## src/psfs_pkg.sv

```systemverilog
package psfs_pkg;

    // Frame identifiers
    localparam int unsigned ID_W = 11;
    localparam logic [ID_W-1:0] ID_TRACTION    = 11'h153;
    localparam logic [ID_W-1:0] ID_GEAR        = 11'h43F;
    localparam logic [ID_W-1:0] ID_STEER       = 11'h1D2;
    localparam logic [ID_W-1:0] ID_WHEEL_FRONT = 11'h1F0;
    localparam logic [ID_W-1:0] ID_WHEEL_REAR  = 11'h1F5;

    localparam int unsigned DATA_W = 64;

    // Configuration register indexes
    localparam int unsigned CFG_IDX_W = 2;
    localparam logic [CFG_IDX_W-1:0] CFG_ENABLE_MASK = 2'd0;
    localparam logic [CFG_IDX_W-1:0] CFG_GEAR_TABLE  = 2'd1;

    // Enable mask bits
    localparam int unsigned EN_TRACTION = 0;
    localparam int unsigned EN_GEAR     = 1;
    localparam int unsigned EN_STEER    = 2;
    localparam int unsigned EN_WHEEL    = 3;

    // Frame kinds, in emission order; also bit positions of the pending vector
    localparam int unsigned KIND_W = 3;
    localparam int unsigned NUM_KINDS = 5;
    localparam logic [KIND_W-1:0] KIND_TRACTION = 3'd0;
    localparam logic [KIND_W-1:0] KIND_GEAR     = 3'd1;
    localparam logic [KIND_W-1:0] KIND_STEER    = 3'd2;
    localparam logic [KIND_W-1:0] KIND_FRONT    = 3'd3;
    localparam logic [KIND_W-1:0] KIND_REAR     = 3'd4;

    localparam logic [3:0] PHASE_LAST = 4'd9;

    localparam logic [7:0] STEER_TAIL = 8'h03;

    // One tick snapshot, held while its frames drain
    typedef struct packed {
        logic [3:0]         status_flags;
        logic               sport_mode;
        logic [3:0]         gear_select;
        logic signed [15:0] steering_angle;
        logic signed [12:0] steering_rate;
        logic [15:0]        speed_front_left;
        logic [15:0]        speed_front_right;
        logic [15:0]        speed_rear_left;
        logic [15:0]        speed_rear_right;
        logic [7:0]         rolling_count;
    } t_item;

    typedef struct packed {
        logic [ID_W-1:0]   id;
        logic [DATA_W-1:0] data;
    } t_frame;

    // floor(v * 16 / 10) = floor(8v / 5); reciprocal of 5 scaled by 2^22 is exact
    // for every 19-bit numerator. Keep the low 16 bits of the quotient.
    function automatic logic [15:0] wheel_scale(input logic [15:0] v);
        logic [18:0] num;
        logic [38:0] prod;
        num  = {v, 3'b000};
        prod = 39'(num) * 39'(20'd838861);
        return prod[37:22];
    endfunction

endpackage

```

## src/psfs_if.sv

```systemverilog
interface psfs_in_if;
    logic               valid;
    logic               ready;
    logic [3:0]         status_flags;
    logic               sport_mode;
    logic [3:0]         gear_select;
    logic signed [15:0] steering_angle;
    logic signed [12:0] steering_rate;
    logic [15:0]        speed_front_left;
    logic [15:0]        speed_front_right;
    logic [15:0]        speed_rear_left;
    logic [15:0]        speed_rear_right;

    modport source (
        output valid, status_flags, sport_mode, gear_select, steering_angle,
               steering_rate, speed_front_left, speed_front_right,
               speed_rear_left, speed_rear_right,
        input  ready
    );
    modport sink (
        input  valid, status_flags, sport_mode, gear_select, steering_angle,
               steering_rate, speed_front_left, speed_front_right,
               speed_rear_left, speed_rear_right,
        output ready
    );
endinterface

interface psfs_out_if;
    logic                         valid;
    logic                         ready;
    logic [psfs_pkg::ID_W-1:0]    frame_id;
    logic [psfs_pkg::DATA_W-1:0]  frame_data;
    logic                         last_frame;

    modport source (output valid, frame_id, frame_data, last_frame, input ready);
    modport sink   (input valid, frame_id, frame_data, last_frame, output ready);
    modport mon    (input valid, ready, frame_id, frame_data, last_frame);
endinterface

interface psfs_cfg_if;
    logic                           valid;
    logic                           ready;
    logic [psfs_pkg::CFG_IDX_W-1:0] index;
    logic [psfs_pkg::DATA_W-1:0]    data;

    modport source (output valid, index, data, input ready);
    modport sink   (input valid, index, data, output ready);
endinterface

```

## src/psfs_frame_build.sv

```systemverilog
// Pack one frame of the held tick snapshot.
module psfs_frame_build (
    input  psfs_pkg::t_item                 i_item,
    input  logic [psfs_pkg::KIND_W-1:0]     i_kind,
    input  logic [psfs_pkg::DATA_W-1:0]     i_gear_table,
    output psfs_pkg::t_frame                o_frame
);

    logic [2:0]         gear_sel;
    logic [7:0]         gear_code;
    logic signed [10:0] ang_clamped;
    logic signed [15:0] ang_ext;
    logic signed [15:0] ang_x10;
    logic signed [16:0] rate_ext;
    logic signed [16:0] rate_x10;
    logic [15:0]        rate_sat;
    logic [15:0]        wheel_a;
    logic [15:0]        wheel_b;

    // Gear select above 7 falls back to neutral
    assign gear_sel  = i_item.gear_select[3] ? 3'd0 : i_item.gear_select[2:0];
    assign gear_code = i_gear_table[{gear_sel, 3'b000} +: 8];

    always_comb begin
        if (i_item.steering_angle > 16'sd720) begin
            ang_clamped = 11'sd720;
        end else if (i_item.steering_angle < -16'sd720) begin
            ang_clamped = -11'sd720;
        end else begin
            ang_clamped = i_item.steering_angle[10:0];
        end
    end

    assign ang_ext  = 16'(ang_clamped);
    assign ang_x10  = (ang_ext <<< 3) + (ang_ext <<< 1);

    assign rate_ext = 17'(i_item.steering_rate);
    assign rate_x10 = (rate_ext <<< 3) + (rate_ext <<< 1);

    always_comb begin
        if (rate_x10 > 17'sd32767) begin
            rate_sat = 16'h7FFF;
        end else if (rate_x10 < -17'sd32768) begin
            rate_sat = 16'h8000;
        end else begin
            rate_sat = rate_x10[15:0];
        end
    end

    // Share the two scalers between front and rear frames
    assign wheel_a = psfs_pkg::wheel_scale((i_kind == psfs_pkg::KIND_REAR) ?
                                           i_item.speed_rear_left :
                                           i_item.speed_front_left);
    assign wheel_b = psfs_pkg::wheel_scale((i_kind == psfs_pkg::KIND_REAR) ?
                                           i_item.speed_rear_right :
                                           i_item.speed_front_right);

    always_comb begin
        o_frame = '0;
        case (i_kind)
            psfs_pkg::KIND_TRACTION: begin
                o_frame.id   = psfs_pkg::ID_TRACTION;
                o_frame.data = {48'd0, i_item.rolling_count, 4'd0, i_item.status_flags};
            end
            psfs_pkg::KIND_GEAR: begin
                o_frame.id   = psfs_pkg::ID_GEAR;
                o_frame.data = {32'd0, i_item.rolling_count, gear_code,
                                7'd0, i_item.sport_mode, gear_code};
            end
            psfs_pkg::KIND_STEER: begin
                o_frame.id   = psfs_pkg::ID_STEER;
                o_frame.data = {24'd0, psfs_pkg::STEER_TAIL, rate_sat, ang_x10};
            end
            psfs_pkg::KIND_FRONT: begin
                o_frame.id   = psfs_pkg::ID_WHEEL_FRONT;
                o_frame.data = {32'd0, wheel_b, wheel_a};
            end
            psfs_pkg::KIND_REAR: begin
                o_frame.id   = psfs_pkg::ID_WHEEL_REAR;
                o_frame.data = {32'd0, wheel_b, wheel_a};
            end
            default: begin
                o_frame = '0;
            end
        endcase
    end

endmodule

```

## src/periodic_status_frame_scheduler.sv

```systemverilog
// Channel   Dir  Modport  Transaction
// i_in      in   sink     one 50 Hz tick: status, gear, steering, four wheel speeds
// o_out     out  source   one CAN frame: frame_id, frame_data, last_frame
// i_cfg     in   sink     one register write: index, data (0 enable_mask, 1 gear table)
//
// A tick yields zero to four frames, one per cycle into the output register while o_out is
// not stalled; the tick is held in the item register and each frame is then registered into
// the output register. The next tick is taken in the cycle its predecessor's last frame
// moves into the output register; a tick that owes no frames is not held.
// Reset (i_rst_n low, synchronous) clears phase, rolling count, config registers and valid flags.
// A stall on o_out holds the frame and any tick still owing frames, and i_in waits for
// that tick's last frame to move. Config writes are always taken.
module periodic_status_frame_scheduler (
    input  logic       i_clk,
    input  logic       i_rst_n,
    psfs_in_if.sink    i_in,
    psfs_out_if.source o_out,
    psfs_cfg_if.sink   i_cfg
);

    // Configuration registers
    logic [3:0]                      r_enable;
    logic [psfs_pkg::DATA_W-1:0]     r_gear_table;

    // Tick state
    logic [3:0]                      r_phase;
    logic [7:0]                      r_count;
    logic [3:0]                      n_phase;
    logic [7:0]                      n_count;

    // Held tick and the frames it still owes
    logic                            r_item_valid;
    psfs_pkg::t_item                 r_item;
    logic [psfs_pkg::NUM_KINDS-1:0]  r_pend;
    logic [psfs_pkg::NUM_KINDS-1:0]  n_pend;
    logic [psfs_pkg::NUM_KINDS-1:0]  pend_rest;
    logic [psfs_pkg::KIND_W-1:0]     kind;
    logic                            last;

    // Output register
    logic                            r_out_valid;
    psfs_pkg::t_frame                r_frame;
    logic                            r_last;
    psfs_pkg::t_frame                frame;

    logic                            in_acc;
    logic                            cfg_acc;
    logic                            out_free;
    logic                            adv;

    assign i_cfg.ready = 1'b1;
    assign cfg_acc     = i_cfg.valid & i_cfg.ready;

    // Phase and count advance on every accepted tick, frames or not
    assign n_phase = (r_phase == psfs_pkg::PHASE_LAST) ? 4'd0 : r_phase + 4'd1;
    assign n_count = r_count + 8'd1;

    // Frames owed by the incoming tick, in emission order
    always_comb begin
        n_pend = '0;
        n_pend[psfs_pkg::KIND_TRACTION] = r_enable[psfs_pkg::EN_TRACTION] &
                                          ((n_phase == 4'd0) | (n_phase == 4'd5));
        n_pend[psfs_pkg::KIND_GEAR]     = r_enable[psfs_pkg::EN_GEAR] &
                                          ((n_phase == 4'd1) | (n_phase == 4'd6));
        n_pend[psfs_pkg::KIND_STEER]    = r_enable[psfs_pkg::EN_STEER];
        n_pend[psfs_pkg::KIND_FRONT]    = r_enable[psfs_pkg::EN_WHEEL] & ~n_phase[0];
        n_pend[psfs_pkg::KIND_REAR]     = r_enable[psfs_pkg::EN_WHEEL] & ~n_phase[0];
    end

    // Pick the earliest owed frame
    always_comb begin
        kind = '0;
        for (int k = psfs_pkg::NUM_KINDS - 1; k >= 0; k--) begin
            if (r_pend[k]) begin
                kind = psfs_pkg::KIND_W'(k);
            end
        end
    end

    assign pend_rest = r_pend & ~(psfs_pkg::NUM_KINDS'(1) << kind);
    assign last      = (pend_rest == '0);

    // Move a frame whenever the output register is empty or being emptied
    assign out_free   = ~r_out_valid | o_out.ready;
    assign adv        = r_item_valid & out_free;
    assign i_in.ready = ~r_item_valid | (adv & last);
    assign in_acc     = i_in.valid & i_in.ready;

    psfs_frame_build u_build (
        .i_item       (r_item),
        .i_kind       (kind),
        .i_gear_table (r_gear_table),
        .o_frame      (frame)
    );

    // Config
    always_ff @(posedge i_clk) begin
        if (!i_rst_n) begin
            r_enable     <= '0;
            r_gear_table <= '0;
        end else if (cfg_acc) begin
            case (i_cfg.index)
                psfs_pkg::CFG_ENABLE_MASK: r_enable     <= i_cfg.data[3:0];
                psfs_pkg::CFG_GEAR_TABLE:  r_gear_table <= i_cfg.data;
                default: ;
            endcase
        end
    end

    // Tick state and held item control
    always_ff @(posedge i_clk) begin
        if (!i_rst_n) begin
            r_phase      <= '0;
            r_count      <= '0;
            r_item_valid <= 1'b0;
            r_pend       <= '0;
        end else if (in_acc) begin
            r_phase      <= n_phase;
            r_count      <= n_count;
            r_item_valid <= |n_pend;
            r_pend       <= n_pend;
        end else if (adv) begin
            r_pend <= pend_rest;
            if (last) begin
                r_item_valid <= 1'b0;
            end
        end
    end

    // Held item payload
    always_ff @(posedge i_clk) begin
        if (in_acc) begin
            r_item.status_flags      <= i_in.status_flags;
            r_item.sport_mode        <= i_in.sport_mode;
            r_item.gear_select       <= i_in.gear_select;
            r_item.steering_angle    <= i_in.steering_angle;
            r_item.steering_rate     <= i_in.steering_rate;
            r_item.speed_front_left  <= i_in.speed_front_left;
            r_item.speed_front_right <= i_in.speed_front_right;
            r_item.speed_rear_left   <= i_in.speed_rear_left;
            r_item.speed_rear_right  <= i_in.speed_rear_right;
            r_item.rolling_count     <= n_count;
        end
    end

    // Output register valid
    always_ff @(posedge i_clk) begin
        if (!i_rst_n) begin
            r_out_valid <= 1'b0;
        end else if (adv) begin
            r_out_valid <= 1'b1;
        end else if (o_out.ready) begin
            r_out_valid <= 1'b0;
        end
    end

    // Output register payload
    always_ff @(posedge i_clk) begin
        if (adv) begin
            r_frame <= frame;
            r_last  <= last;
        end
    end

    assign o_out.valid      = r_out_valid;
    assign o_out.frame_id   = r_frame.id;
    assign o_out.frame_data = r_frame.data;
    assign o_out.last_frame = r_last;

endmodule

```

## src/flat_wrapper.sv

```systemverilog
// flat-port wrapper written by rule: the top's interface ports become plain ports
module periodic_status_frame_scheduler_flat 
  (i_clk, i_rst_n, i_in_valid, i_in_status_flags, i_in_sport_mode, i_in_gear_select, i_in_steering_angle, i_in_steering_rate, i_in_speed_front_left, i_in_speed_front_right, i_in_speed_rear_left, i_in_speed_rear_right, i_in_ready, o_out_valid, o_out_frame_id, o_out_frame_data, o_out_last_frame, o_out_ready, i_cfg_valid, i_cfg_index, i_cfg_data, i_cfg_ready);
  psfs_in_if i_in_i ();
  psfs_out_if o_out_i ();
  psfs_cfg_if i_cfg_i ();
  input  logic i_clk;
  input  logic i_rst_n;
  input wire logic [$bits(i_in_i.valid)-1:0] i_in_valid;
  input wire logic [$bits(i_in_i.status_flags)-1:0] i_in_status_flags;
  input wire logic [$bits(i_in_i.sport_mode)-1:0] i_in_sport_mode;
  input wire logic [$bits(i_in_i.gear_select)-1:0] i_in_gear_select;
  input wire logic [$bits(i_in_i.steering_angle)-1:0] i_in_steering_angle;
  input wire logic [$bits(i_in_i.steering_rate)-1:0] i_in_steering_rate;
  input wire logic [$bits(i_in_i.speed_front_left)-1:0] i_in_speed_front_left;
  input wire logic [$bits(i_in_i.speed_front_right)-1:0] i_in_speed_front_right;
  input wire logic [$bits(i_in_i.speed_rear_left)-1:0] i_in_speed_rear_left;
  input wire logic [$bits(i_in_i.speed_rear_right)-1:0] i_in_speed_rear_right;
  output wire logic [$bits(i_in_i.ready)-1:0] i_in_ready;
  output wire logic [$bits(o_out_i.valid)-1:0] o_out_valid;
  output wire logic [$bits(o_out_i.frame_id)-1:0] o_out_frame_id;
  output wire logic [$bits(o_out_i.frame_data)-1:0] o_out_frame_data;
  output wire logic [$bits(o_out_i.last_frame)-1:0] o_out_last_frame;
  input wire logic [$bits(o_out_i.ready)-1:0] o_out_ready;
  input wire logic [$bits(i_cfg_i.valid)-1:0] i_cfg_valid;
  input wire logic [$bits(i_cfg_i.index)-1:0] i_cfg_index;
  input wire logic [$bits(i_cfg_i.data)-1:0] i_cfg_data;
  output wire logic [$bits(i_cfg_i.ready)-1:0] i_cfg_ready;
  assign i_in_i.valid = i_in_valid;
  assign i_in_i.status_flags = i_in_status_flags;
  assign i_in_i.sport_mode = i_in_sport_mode;
  assign i_in_i.gear_select = i_in_gear_select;
  assign i_in_i.steering_angle = i_in_steering_angle;
  assign i_in_i.steering_rate = i_in_steering_rate;
  assign i_in_i.speed_front_left = i_in_speed_front_left;
  assign i_in_i.speed_front_right = i_in_speed_front_right;
  assign i_in_i.speed_rear_left = i_in_speed_rear_left;
  assign i_in_i.speed_rear_right = i_in_speed_rear_right;
  assign i_in_ready = i_in_i.ready;
  assign o_out_valid = o_out_i.valid;
  assign o_out_frame_id = o_out_i.frame_id;
  assign o_out_frame_data = o_out_i.frame_data;
  assign o_out_last_frame = o_out_i.last_frame;
  assign o_out_i.ready = o_out_ready;
  assign i_cfg_i.valid = i_cfg_valid;
  assign i_cfg_i.index = i_cfg_index;
  assign i_cfg_i.data = i_cfg_data;
  assign i_cfg_ready = i_cfg_i.ready;
  periodic_status_frame_scheduler u_core (.i_clk(i_clk), .i_rst_n(i_rst_n), .i_in(i_in_i), .o_out(o_out_i), .i_cfg(i_cfg_i));
endmodule
```

## config.mk

```make
export PLATFORM = sky130hd
export DESIGN_NAME = periodic_status_frame_scheduler_flat
export DESIGN_NICKNAME = d
export VERILOG_FILES = /design/src/psfs_pkg.sv /design/src/psfs_if.sv /design/src/psfs_frame_build.sv /design/src/periodic_status_frame_scheduler.sv /design/src/flat_wrapper.sv
export SDC_FILE = /design/constraint.sdc
export NUM_CORES = 1
export LEC_CHECK = 0
export ABC_AREA = 1
export BUFFER_PORTS_ARGS = -buffer_cell sky130_fd_sc_hd__buf_2
export CAP_MARGIN = 25
export CORE_MARGIN = 2
export CORE_UTILIZATION = 46
export DETAILED_ROUTE_END_ITERATION = 6
export GPL_TIMING_DRIVEN = 0
export HOLD_SLACK_MARGIN = 0.03
export PLACE_DENSITY = 0.65
export SLEW_MARGIN = 20
export SYNTH_ARGS = -nofsm -noshare
export SYNTH_HDL_FRONTEND = slang
export SYNTH_HIERARCHICAL = 1
export SYNTH_SLANG_ARGS = --single-unit
```

## constraint.sdc

```tcl
create_clock -name i_clk -period 8.1 [get_ports i_clk]
set_clock_uncertainty 0.2 [all_clocks]
set_input_delay 1.62 -clock i_clk [delete_from_list [all_inputs] [get_ports i_clk]]
set_output_delay 1.62 -clock i_clk [all_outputs]
set_load 0.02 [all_outputs]
```

==> summary.txt, run 1 <==
Drt
  • First-pass DRT Iterations: 5
  • Antenna Violating Nets Remaining: 0
  • Via density: about 5
  • Via count: about 18,000
  • Remaining DRCs: 0
  • DR WL/cell: between 15 and 20 µm
  • Final wirelength: between 60 and 70 mm
  • Initial DRC Count: around 1,200

GRT
  • GR Overflow Total: 0
  • GRT Total Usage: 0.244
  • Largest net degree at the start of global routing: 120
  • First-pass GRT wire length: 96.0 mm
  • Initial antenna violation count: 2
  • Vias in the first global route: roughly 18,000

Flow run
  • Max cap viols: 0

Logic synthesis
  • Mean post-synth cell area: between 8 and 9 µm²
  • Yosys warnings: 6
  • Async SR Flop Fraction: 0
  • Top cells by area, synth: edfxtp_1, ha_1, fa_1, inv_1, nand2_1
  • Synth Register Bits: approximately 270
  • Cell count after synthesis: roughly 2,600
  • Synth top area share: 0.252
  • Synth Cell Area: between 0.02 and 0.025 mm²
  • EDFF count, synth: 186
  • Sequential share of the synthesized area: 0.331
  • Ys flop type: edfxtp_1
  • Largest area contributor in the netlist: edfxtp_1
  • Distinct cells, synth: a little under 50

Floorplan
  • Placeable Area: roughly 0.048 mm²
  • Die height: ~220 µm
  • Starting Density: 0.465
  • Die Span X: approximately 220 µm
  • Num rows: 80
  • Ports: between 200 and 300
  • Die Area: 0.0499 mm²

CTS
  • Worst-path clk slew: 60 ps
  • Clock Sinks: approximately 270
  • CTS max path bufs: 3
  • H-tree levels: 1
  • Total CTS buffers: 31
  • Root Buffer Master: clkbuf_16
  • CTS tree: built
  • Worst-Skew Late Latency: just over 600 ps
  • Hold buffer count at CTS: 0

Placement
  • IO Port Bufs: roughly 250
  • Hpwl dp: around 50 mm
  • Final Wtd Congestion: 0.911
  • Post-Place Setup Slack: -434 ps

Worst setup path
  • Worst r2r path cells: 29
  • Worst EP arrival: approximately 7800 ps
  • R2r startpoint: u_core/r_pend[0]
  • CP Buf/Inv Count: 9
  • Critical path peak fanout: 10
  • Crit Path Class: flip-flop to flip-flop
  • Crit. End Element: flip-flop
  • R2R Setup Slk: slightly below 400 ps
  • CP delay by family, top: adder cells
  • Crit start category: flip-flop
  • Max stage delay on crit path: 580 ps
  • Reg2reg end: u_core/o_out.frame_data[11]
  • WP data required: just over 8000 ps
  • Most common cell on crit path: inv_1
  • CP max-delay cell: fa_1

Timing
  • RSZ-0062 raised after global routing: no
  • Final Critical Period: roughly 7700 ps
  • Slew @ Worst Pin: between 1000 and 1500 ps
  • Final setup margin: 397 ps
  • Fin. Hold Viols: 0
  • Final Cycle Share: 0.951
  • WHS: about 290 ps
  • Fmax: 130 MHz
  • Worst slew margin: 0.302
  • Setup TNS Final: 0 ps
  • Max-slew violation count: 0
  • Final Setup Violations: 0

Worst hold path
  • Worst hold start: u_core/r_enable[2]
  • WHS Endpoint: u_core/r_enable[2]
  • Hold Path Depth: 2
  • HP Class: flip-flop to flip-flop

Final layout
  • ANT cells: 0
  • Share of cells above drive strength 1: 0.133
  • Final-stage net count: between 3,000 and 4,000
  • Syn-to-layout area delta: 15.6%

Run status
  • Status: completed
## registers in the layout, indices dropped and copies added (netlist names)
name	count
u_core/r_pend	5
u_core/o_out.valid	1
u_core/o_out.frame_data	64
u_core/r_gear_table	64
u_core/o_out.frame_id	11
u_core/r_count	8
u_core/r_item_valid	1
u_core/o_out.last_frame	1
u_core/r_enable	4
u_core/r_phase	4
u_core/r_item	110
## how the worst max path moves through the flow
stage | startpoint | end | slack, ps | cells past startpoint
floorplan | u_core/r_pend[0] | u_core/o_out.frame_data[15] | 1350 | 29
global placement | u_core/r_pend[0] | u_core/o_out.frame_data[15] | -330 | 29
detailed placement | u_core/r_pend[0] | u_core/o_out.frame_data[3] | -430 | 28
CTS | u_core/r_pend[0] | u_core/o_out.frame_data[26] | 70 | 32
global route | u_core/r_pend[0] | u_core/o_out.frame_data[5] | 10 | 28
finish | u_core/r_pend[0] | u_core/o_out.frame_data[11] | 400 | 29
## synth_stat cells, types with 21 or more instances
master / n
buf_4: 35
a21oi_1: 122
nor2_1: 301
nand3_1: 103
inv_1: 473
clkbuf_1: 38
edfxtp_1: 186
o21ai_0: 144
nor3_1: 21
fa_1: 155
nand2_1: 469
ha_1: 265
dfxtp_1: 87
## per-stage QoR
step                instance area, µm²  cells   util
finish                           25600   3542  0.537
global route                     25600   3542  0.537
CTS                              25500   3539  0.536
detailed placement               24400   3481  0.512
global placement                 24300   3477  0.509
floorplan                        22300   2613      -
## kinds of logic (layout without fill, tap and decap cells)
kind of cell / Yosys count / in the layout / share of synthesized area
fa+ha+maj: 420 / 420 / 0.290
other cells: 2 / 32 / 0.000339
buf+inv: 556 / 870 / 0.101
compound gates: 361 / 361 / 0.0924
simple gates: 945 / 945 / 0.175
xor+xnor: 26 / 26 / 0.0103
flops: 273 / 273 / 0.331
## worst register-to-register path: cells and delay by family (launching register included)
kind / cells / cell delay, ps
and+or+nand+nor: 9 / 1260
AOI/OAI and AO/OA: 4 / 940
DFF: 1 / 340
adders and majority gates: 7 / 3440
buffers and inverters: 9 / 1240
## final cells by class
cell class	instances	area, µm²
buffer	82	483
clock buffer	41	907
clock inverter	17	246
fill	4460	22000
inverter	474	1780
multi-input combinational	1784	12700
sequential	273	7330
tap	615	769
timing repair buffer	256	1380
## repair_timing
action	4_1_cts	5_1_grt
pin swaps	0	1
gates cloned	0	0
setup buffers	0	3
resized for setup	6	16
setup endpoints to repair	22	23
## layout by cell type (no fill, tap or decap), drive strengths merged, types with 14 or more instances in the layout
cell,Yosys,layout
xnor2,14,14
edfxtp,186,186
inv,474,479
nor3,21,21
clkbuf,38,79
a21oi,124,124
fa,155,155
conb,2,32
nand2,474,474
nor2,303,303
buf,44,300
ha,265,265
nand3,105,105
o21ai,151,151
dfxtp,87,87
## routing by layer
layer | share of wire | up-vias | track usage
met5 | 0.00018 | - | 0
met4 | 0.028 | 2 | 0.0656
met3 | 0.054 | 89 | 0.0259
met2 | 0.47 | 481 | 0.416
met1 | 0.45 | 8304 | 0.333
li1 | - | 8922 | -
Power of run 1 is not shown: default switching activity piles up to over one toggle a cycle in this logic, so the estimate is an artifact.
==> run 2: changes to the inputs <==
- PLACE_DENSITY: 0.65 -> 0.7
==> summary.txt, run 2 (synthesis gave the netlist of run 1 again) <==
Drt
  • Remaining DRCs: 0 (unchanged)
  • Antenna Violating Nets Remaining: 0 (unchanged)
  • Initial DRC Count: 1,180 (+2.6%)
  • Via density: 5.10 (+1.5%)
  • DR WL/cell: 16.9 µm (-0.15%)
  • Final wirelength: 60.0 mm (-0.15%)
  • Via count: 18,058 (+1.5%)
  • First-pass DRT Iterations: 7 (+2)

Final layout
  • Largest register FFs: 110 (unchanged)
  • Reg with most FFs: u_core/r_item
  • Final-stage net count: 3,493 (-0.057%)
  • Fin cells: 3,542 (unchanged)
  • Commonest non-fill, non-tap cells in the layout: inv_1, nand2_1, nor2_1
  • Syn-to-layout area delta: 15.1%
  • Commonest non-fill, non-tap cell in the layout: inv_1
  • Filler instances: 4,396 (-1.4%)
  • Share of cells above drive strength 1: 0.134 (+0.000775)

Placement
  • Final Wtd Congestion: 0.934 (+2.5%)
  • Hpwl dp: 50.0 mm (-0.18%)
  • Cells after DPL: 3,481 (unchanged)
  • IO Port Bufs: 249 (unchanged)

Worst setup path
  • Max stage delay on crit path: 570 ps (about the same)
  • Most common cell on crit path: inv_1
  • Critical path peak fanout: 10 (unchanged)
  • Worst EP arrival: 7850 ps (+30 ps)
  • CP max-delay cell: fa_1
  • Crit start category: flip-flop
  • Crit. End Element: flip-flop
  • CP delay by family, top: adder cells
  • Crit Path Class: flip-flop to flip-flop
  • CP Buf/Inv Count: 9 (unchanged)
  • WP data required: 8250 ps (+30 ps)

GRT
  • First-pass GRT wire length: 96.0 mm (about the same)
  • GRT Total Usage: 0.244 (-0.000745)
  • Vias in the first global route: 18,296 (+0.93%)
  • Largest net degree at the start of global routing: 120 (unchanged)
  • GR Overflow Total: 0 (unchanged)
  • Initial antenna violation count: 2 (unchanged)

Floorplan
  • Die Span X: 223 µm (unchanged)
  • Die Area: 0.0499 mm² (unchanged)
  • Placeable Area: 0.0476 mm² (unchanged)
  • Starting Density: 0.465 (unchanged)
  • Ports: 252 (unchanged)
  • Die height: 223 µm (unchanged)
  • Num rows: 80 (unchanged)

Worst hold path
  • HP Class: flip-flop to flip-flop

CTS
  • CTS max path bufs: 3 (unchanged)
  • Worst-Skew Late Latency: 600 ps (about the same)
  • Root Buffer Master: clkbuf_16
  • Worst-path clk slew: 70 ps (about the same)
  • Clock Sinks: 273 (unchanged)
  • Total CTS buffers: 31 (unchanged)
  • H-tree levels: 1 (unchanged)
  • Hold buffer count at CTS: 0 (unchanged)
  • CTS tree: built

Run status
  • Status: completed

Timing
  • Worst slew margin: 0.329 (+0.0267)
  • Max-slew violation count: 0 (unchanged)
  • Fmax: 130 MHz (about the same)
  • Final Setup Violations: 0 (unchanged)
  • WHS: 294 ps (+4.86 ps)
  • Final Critical Period: 7700 ps (-3.11 ps)
  • Fin. Hold Viols: 0 (unchanged)
  • Final Cycle Share: 0.951 (about the same)
  • Slew @ Worst Pin: 1010 ps (-40.0 ps)
  • RSZ-0062 raised after global routing: no

Flow run
  • Max cap viols: 0 (unchanged)
run 2: cell count changes in the layout (fill, tap and decap cells not counted), moves of 3 or more:
cell | before | now
bufinv_16 | 5 | 0
clkinv_2 | 4 | 8
clkinv_4 | 0 | 4
nor2_1 | 299 | 296
nor2_2 | 1 | 4
run 2: final timing paths:
path / start / to / slack, ps / depth (start not counted)
setup / recovery: u_core/r_pend[0] / u_core/o_out.frame_data[26] / 400 / 32
hold / removal: u_core/r_count[7] / u_core/r_count[7] / 290 / 2
setup reg to reg: u_core/r_pend[0] / u_core/o_out.frame_data[26] / 400 / 32
hold reg to reg: u_core/r_count[7] / u_core/r_count[7] / 290 / 2
run 2: timing repair:
item                                    in CTS  in global routing
gates resized for setup                      6                 17
cloned                                       0                  0
endpoints found under the hold margin        0                  0
setup buffers                                0                  1
pin swaps                                    0                  1
endpoints found under the setup margin      22                 23
run 2: layer usage:
metal	track usage	share of wire	wire [µm]
met5	0	0	0
met4	0.0735	0.032	1920
met3	0.0323	0.054	3260
met2	0.412	0.47	28300
met1	0.327	0.44	26500
run 2: through the flow:
stage	instance area (µm²)	utilization	TNS, ps	worst slack, ps
finish	25500	0.535	0	400
global route	25500	0.535	0	52.0
CTS	25400	0.534	0	74.1
detailed placement	24400	0.512	-5100	-496
global placement	24300	0.509	-3870	-455
floorplan	22300	-	0	1350
run 2: final cells by class:
type | instances | area, µm² | share of cell area
Antenna cell | 2 | 5.00 | 0.000196
Inverter | 474 | 1780 | 0.0698
Multi-Input combinational cell | 1784 | 12700 | 0.499
Clock inverter | 14 | 103 | 0.00403
Tap cell | 615 | 769 | 0.0302
Clock buffer | 44 | 940 | 0.0369
Timing Repair Buffer | 254 | 1360 | 0.0535
Buffer | 82 | 483 | 0.0190
Sequential cell | 273 | 7330 | 0.288
run 2: worst min-delay path, cell delays in order, from the launching register on:
cell and delay (ps):
dfxtp_1 310, nor2_1 90, nor2_1 50
Power of run 2 is left out for the same reason.
